===== src/rtl/dptp_pkg.sv =====
// ----------------------------------------------------------------------------
// Deadline priority task picker: shared package
// Types, codes and helpers shared by the slot memories, the picker and the
// top level.
// ----------------------------------------------------------------------------
package dptp_pkg;

	// Table geometry.
	localparam int TASK_SLOTS = 16;
	localparam int SLOT_W     = $clog2(TASK_SLOTS);

	// Request kinds.
	localparam logic [1:0] KIND_WRITE  = 2'd0;
	localparam logic [1:0] KIND_SELECT = 2'd1;
	localparam logic [1:0] KIND_DONE   = 2'd2;

	// Reset value of the immediate window register.
	localparam logic [15:0] WINDOW_RST = 16'd5000;

	// Scheduling part of a slot: rewritten by both write and done requests.
	typedef struct packed {
		logic [31:0] due;
		logic        never;
	} sched_t;

	// Work part of a slot: rewritten by write requests only.
	typedef struct packed {
		logic [7:0]  prio;
		logic [31:0] run;
	} work_t;

	localparam int SCHED_W = $bits(sched_t);
	localparam int WORK_W  = $bits(work_t);

	localparam sched_t SCHED_RST = '{due: 32'd0, never: 1'b1};
	localparam work_t  WORK_RST  = '{prio: 8'd0, run: 32'd0};

	// Start of a select request towards the picker.
	typedef struct packed {
		logic        start;
		logic [31:0] now;
	} sel_req_t;

	// True when the wrapping time a lies strictly after b.
	function automatic logic later_than(input logic [31:0] a, input logic [31:0] b);
		logic [31:0] d;
		d = a - b;
		return !d[31] && (d != 32'd0);
	endfunction

endpackage


===== src/rtl/dptp_ram.sv =====
// ----------------------------------------------------------------------------
// Deadline priority task picker: slot memory
// Single write port, single registered read port. Per-entry valid bits make
// an entry that was never written read back as the reset value.
// ----------------------------------------------------------------------------
module dptp_ram #(
	parameter int               WIDTH   = 8,
	parameter int               DEPTH   = 16,
	parameter logic [WIDTH-1:0] RST_VAL = '0
) (
	input  logic                     clk,
	input  logic                     arst_n,
	input  logic                     we,
	input  logic [$clog2(DEPTH)-1:0] waddr,
	input  logic [WIDTH-1:0]         wdata,
	input  logic [$clog2(DEPTH)-1:0] raddr,
	output logic [WIDTH-1:0]         rdata
);

	logic [WIDTH-1:0] mem [DEPTH];
	logic [DEPTH-1:0] valid_q;
	logic [WIDTH-1:0] rdata_q;

	// Storage array.
	always_ff @(posedge clk) begin
		if (we) begin
			mem[waddr] <= wdata;
		end
	end

	// Entry valid bits, cleared at reset.
	always_ff @(posedge clk or negedge arst_n) begin
		if (!arst_n) begin
			valid_q <= '0;
		end else if (we) begin
			valid_q[waddr] <= 1'b1;
		end
	end

	// Registered read; unwritten entries give the reset value.
	always_ff @(posedge clk) begin
		rdata_q <= valid_q[raddr] ? mem[raddr] : RST_VAL;
	end

	assign rdata = rdata_q;

endmodule


===== src/rtl/dptp_picker.sv =====
// ----------------------------------------------------------------------------
// Deadline priority task picker: selection sequencer
// Runs two read sweeps over the slot memories for each select request and
// holds the result in an output register until it is taken.
// ----------------------------------------------------------------------------
module dptp_picker (
	input  logic                          clk,
	input  logic                          arst_n,
	input  dptp_pkg::sel_req_t            req,
	input  dptp_pkg::sched_t              sched,
	input  dptp_pkg::work_t               work,
	input  logic [15:0]                   window,
	output logic [dptp_pkg::SLOT_W-1:0]   rd_addr,
	output logic                          busy,
	input  logic                          out_stall,
	output logic                          out_valid,
	output logic                          found,
	output logic [3:0]                    chosen_slot,
	output logic                          run_now,
	output logic [15:0]                   wait_time
);

	localparam logic [2:0] ST_IDLE = 3'd0;
	localparam logic [2:0] ST_P0   = 3'd1;
	localparam logic [2:0] ST_GAP0 = 3'd2;
	localparam logic [2:0] ST_PK   = 3'd3;
	localparam logic [2:0] ST_GAP1 = 3'd4;
	localparam logic [2:0] ST_FIN  = 3'd5;

	localparam logic [dptp_pkg::SLOT_W-1:0] LAST = dptp_pkg::SLOT_W'(dptp_pkg::TASK_SLOTS - 1);

	logic [2:0]                  st_q;
	logic [dptp_pkg::SLOT_W-1:0] cnt_q;
	logic [31:0]                 now_q;

	// Read data tag, registered from the address like the read data itself.
	logic                        vld_s1;
	logic                        pass_s1;
	logic [dptp_pkg::SLOT_W-1:0] idx_s1;

	// Best deadline-class task.
	logic                        p0_found_q;
	logic [dptp_pkg::SLOT_W-1:0] p0_idx_q;
	logic [31:0]                 p0_due_q;
	logic [31:0]                 slack_q;

	// Best overdue priority task.
	logic                        pk_found_q;
	logic [dptp_pkg::SLOT_W-1:0] pk_idx_q;
	logic [31:0]                 pk_due_q;
	logic [7:0]                  pk_prio_q;

	// Output register.
	logic        out_valid_q;
	logic        found_q;
	logic [3:0]  slot_q;
	logic        run_now_q;
	logic [15:0] wait_q;

	logic take_p0;
	logic take_pk;
	logic load_out;
	logic any_found;
	logic [dptp_pkg::SLOT_W-1:0] pick_idx;
	logic [31:0] pick_due;
	logic [31:0] w;
	logic        w_run_now;
	logic [15:0] w_wait;

	assign rd_addr = cnt_q;
	assign busy    = (st_q != ST_IDLE);

	// Sweep one: earliest-due deadline-class task.
	always_comb begin
		take_p0 = vld_s1 && !pass_s1 && (sched.never == 1'b0) && (work.prio == 8'd0) &&
			(!p0_found_q || dptp_pkg::later_than(p0_due_q, sched.due));
	end

	// Sweep two: overdue task that still finishes before the deadline task.
	always_comb begin
		take_pk = vld_s1 && pass_s1 && (sched.never == 1'b0) && (work.prio != 8'd0) &&
			!dptp_pkg::later_than(sched.due, now_q) &&
			(!p0_found_q || dptp_pkg::later_than(slack_q, work.run)) &&
			(!pk_found_q || (pk_prio_q > work.prio) ||
			 ((pk_prio_q == work.prio) && dptp_pkg::later_than(pk_due_q, sched.due)));
	end

	// Result formatting from the chosen slot.
	always_comb begin
		any_found = pk_found_q || p0_found_q;
		pick_idx  = pk_found_q ? pk_idx_q : p0_idx_q;
		pick_due  = pk_found_q ? pk_due_q : p0_due_q;
		w         = pick_due - now_q;
		w_run_now = $signed({w[31], w}) < $signed({17'd0, window});
		if (w[31]) begin
			w_wait = 16'd0;
		end else if (|w[30:16]) begin
			w_wait = 16'hFFFF;
		end else begin
			w_wait = w[15:0];
		end
	end

	assign load_out = (st_q == ST_FIN) && (!out_valid_q || !out_stall);

	// Sequencer.
	always_ff @(posedge clk or negedge arst_n) begin
		if (!arst_n) begin
			st_q    <= ST_IDLE;
			cnt_q   <= '0;
			vld_s1  <= 1'b0;
			pass_s1 <= 1'b0;
		end else begin
			vld_s1  <= (st_q == ST_P0) || (st_q == ST_PK);
			pass_s1 <= (st_q == ST_PK);
			unique case (st_q)
				ST_IDLE: begin
					cnt_q <= '0;
					if (req.start) begin
						st_q <= ST_P0;
					end
				end
				ST_P0: begin
					cnt_q <= cnt_q + 1'b1;
					if (cnt_q == LAST) begin
						cnt_q <= '0;
						st_q  <= ST_GAP0;
					end
				end
				ST_GAP0: begin
					st_q <= ST_PK;
				end
				ST_PK: begin
					cnt_q <= cnt_q + 1'b1;
					if (cnt_q == LAST) begin
						cnt_q <= '0;
						st_q  <= ST_GAP1;
					end
				end
				ST_GAP1: begin
					st_q <= ST_FIN;
				end
				ST_FIN: begin
					if (load_out) begin
						st_q <= ST_IDLE;
					end
				end
				default: begin
					st_q <= ST_IDLE;
				end
			endcase
		end
	end

	// Sweep tag for the read data.
	always_ff @(posedge clk) begin
		idx_s1 <= cnt_q;
	end

	// Candidate flags.
	always_ff @(posedge clk or negedge arst_n) begin
		if (!arst_n) begin
			p0_found_q <= 1'b0;
			pk_found_q <= 1'b0;
		end else if (req.start && (st_q == ST_IDLE)) begin
			p0_found_q <= 1'b0;
			pk_found_q <= 1'b0;
		end else begin
			if (take_p0) begin
				p0_found_q <= 1'b1;
			end
			if (take_pk) begin
				pk_found_q <= 1'b1;
			end
		end
	end

	// Candidate payload and the deadline slack used by sweep two.
	always_ff @(posedge clk) begin
		if (req.start && (st_q == ST_IDLE)) begin
			now_q <= req.now;
		end
		if (take_p0) begin
			p0_idx_q <= idx_s1;
			p0_due_q <= sched.due;
		end
		if (take_pk) begin
			pk_idx_q  <= idx_s1;
			pk_due_q  <= sched.due;
			pk_prio_q <= work.prio;
		end
		if (st_q == ST_PK) begin
			slack_q <= p0_due_q - now_q;
		end
	end

	// Output valid.
	always_ff @(posedge clk or negedge arst_n) begin
		if (!arst_n) begin
			out_valid_q <= 1'b0;
		end else if (load_out) begin
			out_valid_q <= 1'b1;
		end else if (!out_stall) begin
			out_valid_q <= 1'b0;
		end
	end

	// Output payload.
	always_ff @(posedge clk) begin
		if (load_out) begin
			found_q   <= any_found;
			slot_q    <= any_found ? 4'(pick_idx) : 4'd0;
			run_now_q <= any_found && w_run_now;
			wait_q    <= any_found ? w_wait : 16'd0;
		end
	end

	assign out_valid   = out_valid_q;
	assign found       = found_q;
	assign chosen_slot = slot_q;
	assign run_now     = run_now_q;
	assign wait_time   = wait_q;

endmodule


===== src/rtl/deadline_priority_task_picker_unit.sv =====
// ----------------------------------------------------------------------------
// Deadline priority task picker: top level
// Slot table in two synchronous memories, write and done requests applied
// directly, select requests served by a two-sweep picker.
// ----------------------------------------------------------------------------
// Usage:
// Input requests arrive on in_valid / in_stall with their fields as separate
// ports. A write request sets a whole slot, a done request sets the due time
// and never flag of a slot (clamped up to now_time when the slot is active).
// Neither gives a result. A select request makes one result on
// out_valid / out_stall.
// A select request runs two sweeps of TASK_SLOTS memory reads, one read per
// cycle on the single read port, plus turnaround and output formatting.
// in_stall stays high until the select result is loaded, so the next request
// waits for that. If the result is still held by the receiver when the next
// select finishes, the picker waits until the output register frees.
// immediate_window is written over cfg_valid / cfg_ready; the user must write
// it only while the block is idle, which the block itself does not enforce.
// cfg_ready is always high. Reset marks every slot as never due, clears all
// pending work and sets the window to 5000.
// ----------------------------------------------------------------------------
module deadline_priority_task_picker_unit (
	input  logic        clk,
	input  logic        arst_n,
	input  logic        in_valid,
	output logic        in_stall,
	input  logic [1:0]  kind,
	input  logic [3:0]  slot_index,
	input  logic [7:0]  task_priority_in,
	input  logic [31:0] due_time_in,
	input  logic        never_in,
	input  logic [31:0] run_length_in,
	input  logic [31:0] now_time,
	input  logic        cfg_valid,
	output logic        cfg_ready,
	input  logic [15:0] immediate_window,
	output logic        out_valid,
	input  logic        out_stall,
	output logic        found,
	output logic [3:0]  chosen_slot,
	output logic        run_now,
	output logic [15:0] wait_time
);

	logic                        accept;
	logic                        slot_ok;
	logic                        we_sched;
	logic                        we_work;
	logic [dptp_pkg::SLOT_W-1:0] waddr;
	logic [dptp_pkg::SLOT_W-1:0] raddr;
	logic                        busy;
	logic [15:0]                 window_q;
	dptp_pkg::sched_t            sched_wr;
	dptp_pkg::sched_t            sched_rd;
	dptp_pkg::work_t             work_wr;
	dptp_pkg::work_t             work_rd;
	dptp_pkg::sel_req_t          sel_req;

	assign in_stall  = busy;
	assign cfg_ready = 1'b1;
	assign accept    = in_valid && !in_stall;
	assign slot_ok   = {28'd0, slot_index} < 32'(dptp_pkg::TASK_SLOTS);
	assign waddr     = dptp_pkg::SLOT_W'(slot_index);

	// Window register.
	always_ff @(posedge clk or negedge arst_n) begin
		if (!arst_n) begin
			window_q <= dptp_pkg::WINDOW_RST;
		end else if (cfg_valid && cfg_ready) begin
			window_q <= immediate_window;
		end
	end

	// Write path: done requests clamp an active past due time up to now.
	always_comb begin
		we_sched       = accept && slot_ok &&
			((kind == dptp_pkg::KIND_WRITE) || (kind == dptp_pkg::KIND_DONE));
		we_work        = accept && slot_ok && (kind == dptp_pkg::KIND_WRITE);
		sched_wr.never = never_in;
		sched_wr.due   = due_time_in;
		if ((kind == dptp_pkg::KIND_DONE) && !never_in &&
			dptp_pkg::later_than(now_time, due_time_in)) begin
			sched_wr.due = now_time;
		end
		work_wr.prio = task_priority_in;
		work_wr.run  = run_length_in;
	end

	assign sel_req.start = accept && (kind == dptp_pkg::KIND_SELECT);
	assign sel_req.now   = now_time;

	// Due time and never flag per slot.
	dptp_ram #(
		.WIDTH   (dptp_pkg::SCHED_W),
		.DEPTH   (dptp_pkg::TASK_SLOTS),
		.RST_VAL (dptp_pkg::SCHED_RST)
	) u_sched_ram (
		.clk    (clk),
		.arst_n (arst_n),
		.we     (we_sched),
		.waddr  (waddr),
		.wdata  (sched_wr),
		.raddr  (raddr),
		.rdata  (sched_rd)
	);

	// Priority and run length per slot.
	dptp_ram #(
		.WIDTH   (dptp_pkg::WORK_W),
		.DEPTH   (dptp_pkg::TASK_SLOTS),
		.RST_VAL (dptp_pkg::WORK_RST)
	) u_work_ram (
		.clk    (clk),
		.arst_n (arst_n),
		.we     (we_work),
		.waddr  (waddr),
		.wdata  (work_wr),
		.raddr  (raddr),
		.rdata  (work_rd)
	);

	// Selection sequencer and output register.
	dptp_picker u_picker (
		.clk         (clk),
		.arst_n      (arst_n),
		.req         (sel_req),
		.sched       (sched_rd),
		.work        (work_rd),
		.window      (window_q),
		.rd_addr     (raddr),
		.busy        (busy),
		.out_stall   (out_stall),
		.out_valid   (out_valid),
		.found       (found),
		.chosen_slot (chosen_slot),
		.run_now     (run_now),
		.wait_time   (wait_time)
	);

endmodule


===== config.mk =====
export PLATFORM = sky130hd
export DESIGN_NAME = deadline_priority_task_picker_unit
export DESIGN_NICKNAME = d
export VERILOG_FILES = /design/src/rtl/dptp_pkg.sv /design/src/rtl/dptp_ram.sv /design/src/rtl/dptp_picker.sv /design/src/rtl/deadline_priority_task_picker_unit.sv
export SDC_FILE = /design/constraint.sdc
export NUM_CORES = 2
export LEC_CHECK = 0
export ABC_AREA = 0
export BUFFER_PORTS_ARGS = -buffer_cell sky130_fd_sc_hd__buf_2
export CAP_MARGIN = 40
export CORE_MARGIN = 10
export CORE_UTILIZATION = 55
export CTS_CLUSTER_DIAMETER = 200
export DETAILED_ROUTE_END_ITERATION = 10
export PLACE_DENSITY = 0.81
export SLEW_MARGIN = 40
export SYNTH_ARGS = -nofsm -noshare
export SYNTH_HDL_FRONTEND = slang
export SYNTH_SLANG_ARGS = --single-unit

===== constraint.sdc =====
create_clock -name clk -period 20 [get_ports clk]
set_input_delay 1 -clock clk [delete_from_list [all_inputs] [get_ports clk]]
set_output_delay 1 -clock clk [all_outputs]
set_load 0.02 [all_outputs]

==> run metrics <==
status=complete, no violations; Core Footprint=0.1238 sq mm; TritonRoute pass-1 iters=6; Filler Cell Count=8,610; Die Ht=373.3 microns; top cell type's share of synthesized area=58.34%; Crit. End Element=flop; Cell Area, Synth=0.06867 sq mm; Synth area leaders=edfxtp_1 58%, mux4_2 8.9%, ha_1 4.4%; final worst path period share=26.50%; sequential area share after synthesis=62.78%; later-pin clock latency in the skew report=0.79 ns; HPWL Detailed=120,900 microns; CP Capture Point=u_picker.pk_due_q[7]; area of the multi-input gates=0.02399 sq mm; final slew viol count=0; Post-Syn Area per Cell=14.71 sq um; Placer Congestion=0.9474; first-pass GRT wire length=288,000 microns; initial DRC count=6,330; Synth async-reset ratio=4.079%; Syn Nets=5,050; H-Tree Depth=4; CP Data Arrival Time=5.71 ns; drt drc=0; Cell Pwr Density=117.4 mW/mm^2; leakage=26.41 nW; crit-path max FO=26; reg2reg start=u_picker.now_q[0]; Die W=373.3 microns; CTS tree=done; Min Hold Slack=0.2914 ns; worst-case clock skew=0.03327 ns; Crit. Startpoint=u_picker.now_q[0]; drt via density=6.699; FF-to-FF setup slack=14.70 ns; RSZ-0062 raised after global routing=false; post-CTS sizing=0; # hold bufs at CTS=0; Top-Level Pins=157; Post-CTS Setup Bufs=0; post-synth top area cell=edfxtp_1; initial antenna violation count=33; worst-case clock buffer depth=3; fin crit period=5.300 ns; dpl ws=14.41 ns; Clock Sinks=1,471; fin nets=5,225; setup_tns=0 ns; WL/cell=30.04 microns; Max-Cap Viols=0; Slew Limit Headroom=40.35%; Final setup viols=0; Reg clk slew, reported paths=0.06 ns; fmax=0.1887 GHz; Worst Path Required=20.41 ns; row cnt=129; Remaining Overflow, GRT=0; FF-to-FF End=u_picker.pk_due_q[7]; final WL=198,300 microns; die area=0.1394 sq mm; number of port buffers=155; Initial Util=55.47%; Reg area=0.04312 sq mm; final count of hold timing violations=0; Least-Margin Pin Slew=0.8947 ns; min-delay worst type=primary input to async pin; vias in the first global route=43,060; Reg2Reg Depth=15; kind of critical path=flop to flop; DRT antenna net count=0; via count=44,230; GRT Resource Usage Total=27.76%; total of warnings raised by yosys=0; TritonCTS buffer count=141; share of layout cells above drive strength 1=17.87%; number of synthesized flops with an enable pin=1,334; CP Launch Type=flop; peak supply drop=91.24 uV; Mapped Cells=4,669; unique cell type count in the Yosys netlist=105; top_reg_cell synth=edfxtp_1; Final WS setup=14.70 ns; #FFs+latches synth=1,471; CTS root buf=clkbuf_16; largest net degree at the start of global routing=84; Syn-to-layout area delta=11.08%
-- layer usage --
layer | GRT usage, % | part of all wire, % | vias up
met3 | 6.547 | 11 | 524
li1 | - | - | 18640
met2 | 44.37 | 48 | 3109
met1 | 36.14 | 37 | 21930
met5 | 0 | 0.077 | -
met4 | 12.53 | 4.6 | 22
-- report_power, final --
| part | switching (mW) | internal (mW) |
|---|---|---|
| clock | 1.17 | 1.51 |
| sequential | 0.157 | 3.51 |
| combinational | 1.52 | 1.09 |
-- worst max-delay path, stage by stage, from the launching register on --
cell	delay, ns
edfxtp_1	0.53
ha_1	0.24
inv_1	0.06
fa_1	0.43
a211oi_1	0.37
o21ai_0	0.20
a21boi_0	0.45
mux2i_1	0.14
nor4_1	0.40
nand4_1	0.14
nor4_1	0.39
nand4_1	0.15
nand3b_1	0.13
o2111ai_1	0.19
a211oi_4	0.62
buf_4	0.50
-- layout by cell type (no fill, tap or decap), drive strengths merged, types with 20 or more instances in the layout --
master / count
a2111oi: 22
a211oi: 29
a21o: 97
a21oi: 257
a221oi: 46
a22oi: 38
a31oi: 54
and3: 29
buf: 218
clkbuf: 192
clkinv: 39
dfrtp: 55
dfxtp: 77
edfxtp: 1334
ha: 242
inv: 275
mux2: 71
mux2i: 167
mux4: 270
nand2: 258
nand2b: 58
nand3: 67
nand4: 47
nor2: 176
nor2b: 83
nor3: 47
nor4: 27
o211ai: 27
o21a: 36
o21ai: 208
o21bai: 20
or2: 29
xnor2: 67
xor2: 40
-- kinds of logic after synthesis --
group           share of synthesized area (%)
buf+inv                                 2.609
xor+xnor                                1.365
simple gates                            6.583
compound gates                          9.431
fa+ha+maj                               4.613
other cells                          0.005461
mux                                     12.62
flops                                   62.78
-- through the flow --
stage / utilization (%) / power [mW] / cells / cell area [sq um]
floorplan: - / 5.491 / 4669 / 68670
global placement: 57.65 / 6.203 / 6330 / 71370
detailed placement: 57.78 / 6.245 / 6336 / 71530
CTS: 61.53 / 8.929 / 6588 / 76180
global route: 61.61 / 9.283 / 6598 / 76270
finish: 61.62 / 8.957 / 6602 / 76280
-- worst min path at each step --
stage	start	endpoint	slack, ns	depth (start not counted)
after floorplan	u_picker.rd_addr[2]	u_picker.idx_s1[2]	0.35	0
after global placement	u_picker.idx_s1[1]	u_picker.p0_idx_q[1]	0.41	0
after detailed placement	u_picker.idx_s1[1]	u_picker.pk_idx_q[1]	0.41	0
after CTS	arst_n	window_q[10]	0.40	2
after global routing	arst_n	window_q[10]	0.31	2
final	arst_n	window_q[15]	0.29	2
-- area by class of cell --
cell class	instances	share of cell area, %
flip-flops and latches	1471	56.53
multi-input cells	2742	31.45
clock buffers	192	5.228
well taps	1637	2.685
repair buffers	218	1.876
inverters	270	1.329
clock inverters	60	0.8628
diodes	12	0.03937
-- state kept, by name, indices dropped and copies added, names as in the netlist, 16 cells and up --
register and count:
u_work_ram.valid_q 16, u_sched_ram.mem 528, u_picker.now_q 32, u_picker.wait_time 16, window_q 16, u_picker.slack_q 32
u_sched_ram.rdata 33, u_work_ram.rdata 40, u_picker.p0_due_q 32, u_work_ram.mem 640, u_picker.pk_due_q 32, u_sched_ram.valid_q 16
-- cells in the mapped netlist (36+ instances only) --
| library cell | n |
|---|---|
| edfxtp_1 | 1334 |
| inv_1 | 270 |
| mux4_2 | 270 |
| nand2_1 | 258 |
| a21oi_1 | 256 |
| ha_1 | 242 |
| o21ai_0 | 202 |
| nor2_1 | 176 |
| mux2i_1 | 167 |
| clkbuf_1 | 125 |
| a21o_1 | 93 |
| nor2b_1 | 83 |
| dfxtp_1 | 77 |
| nand3_1 | 67 |
| xnor2_1 | 67 |
| nand2b_1 | 58 |
| dfrtp_1 | 55 |
| a31oi_1 | 51 |
| nand4_1 | 47 |
| nor3_1 | 47 |
| a221oi_1 | 43 |
| buf_1 | 41 |
| mux2_2 | 41 |
| xor2_1 | 40 |
| a22oi_1 | 38 |
| o21a_1 | 36 |
Power figures use the tool's default switching activity.
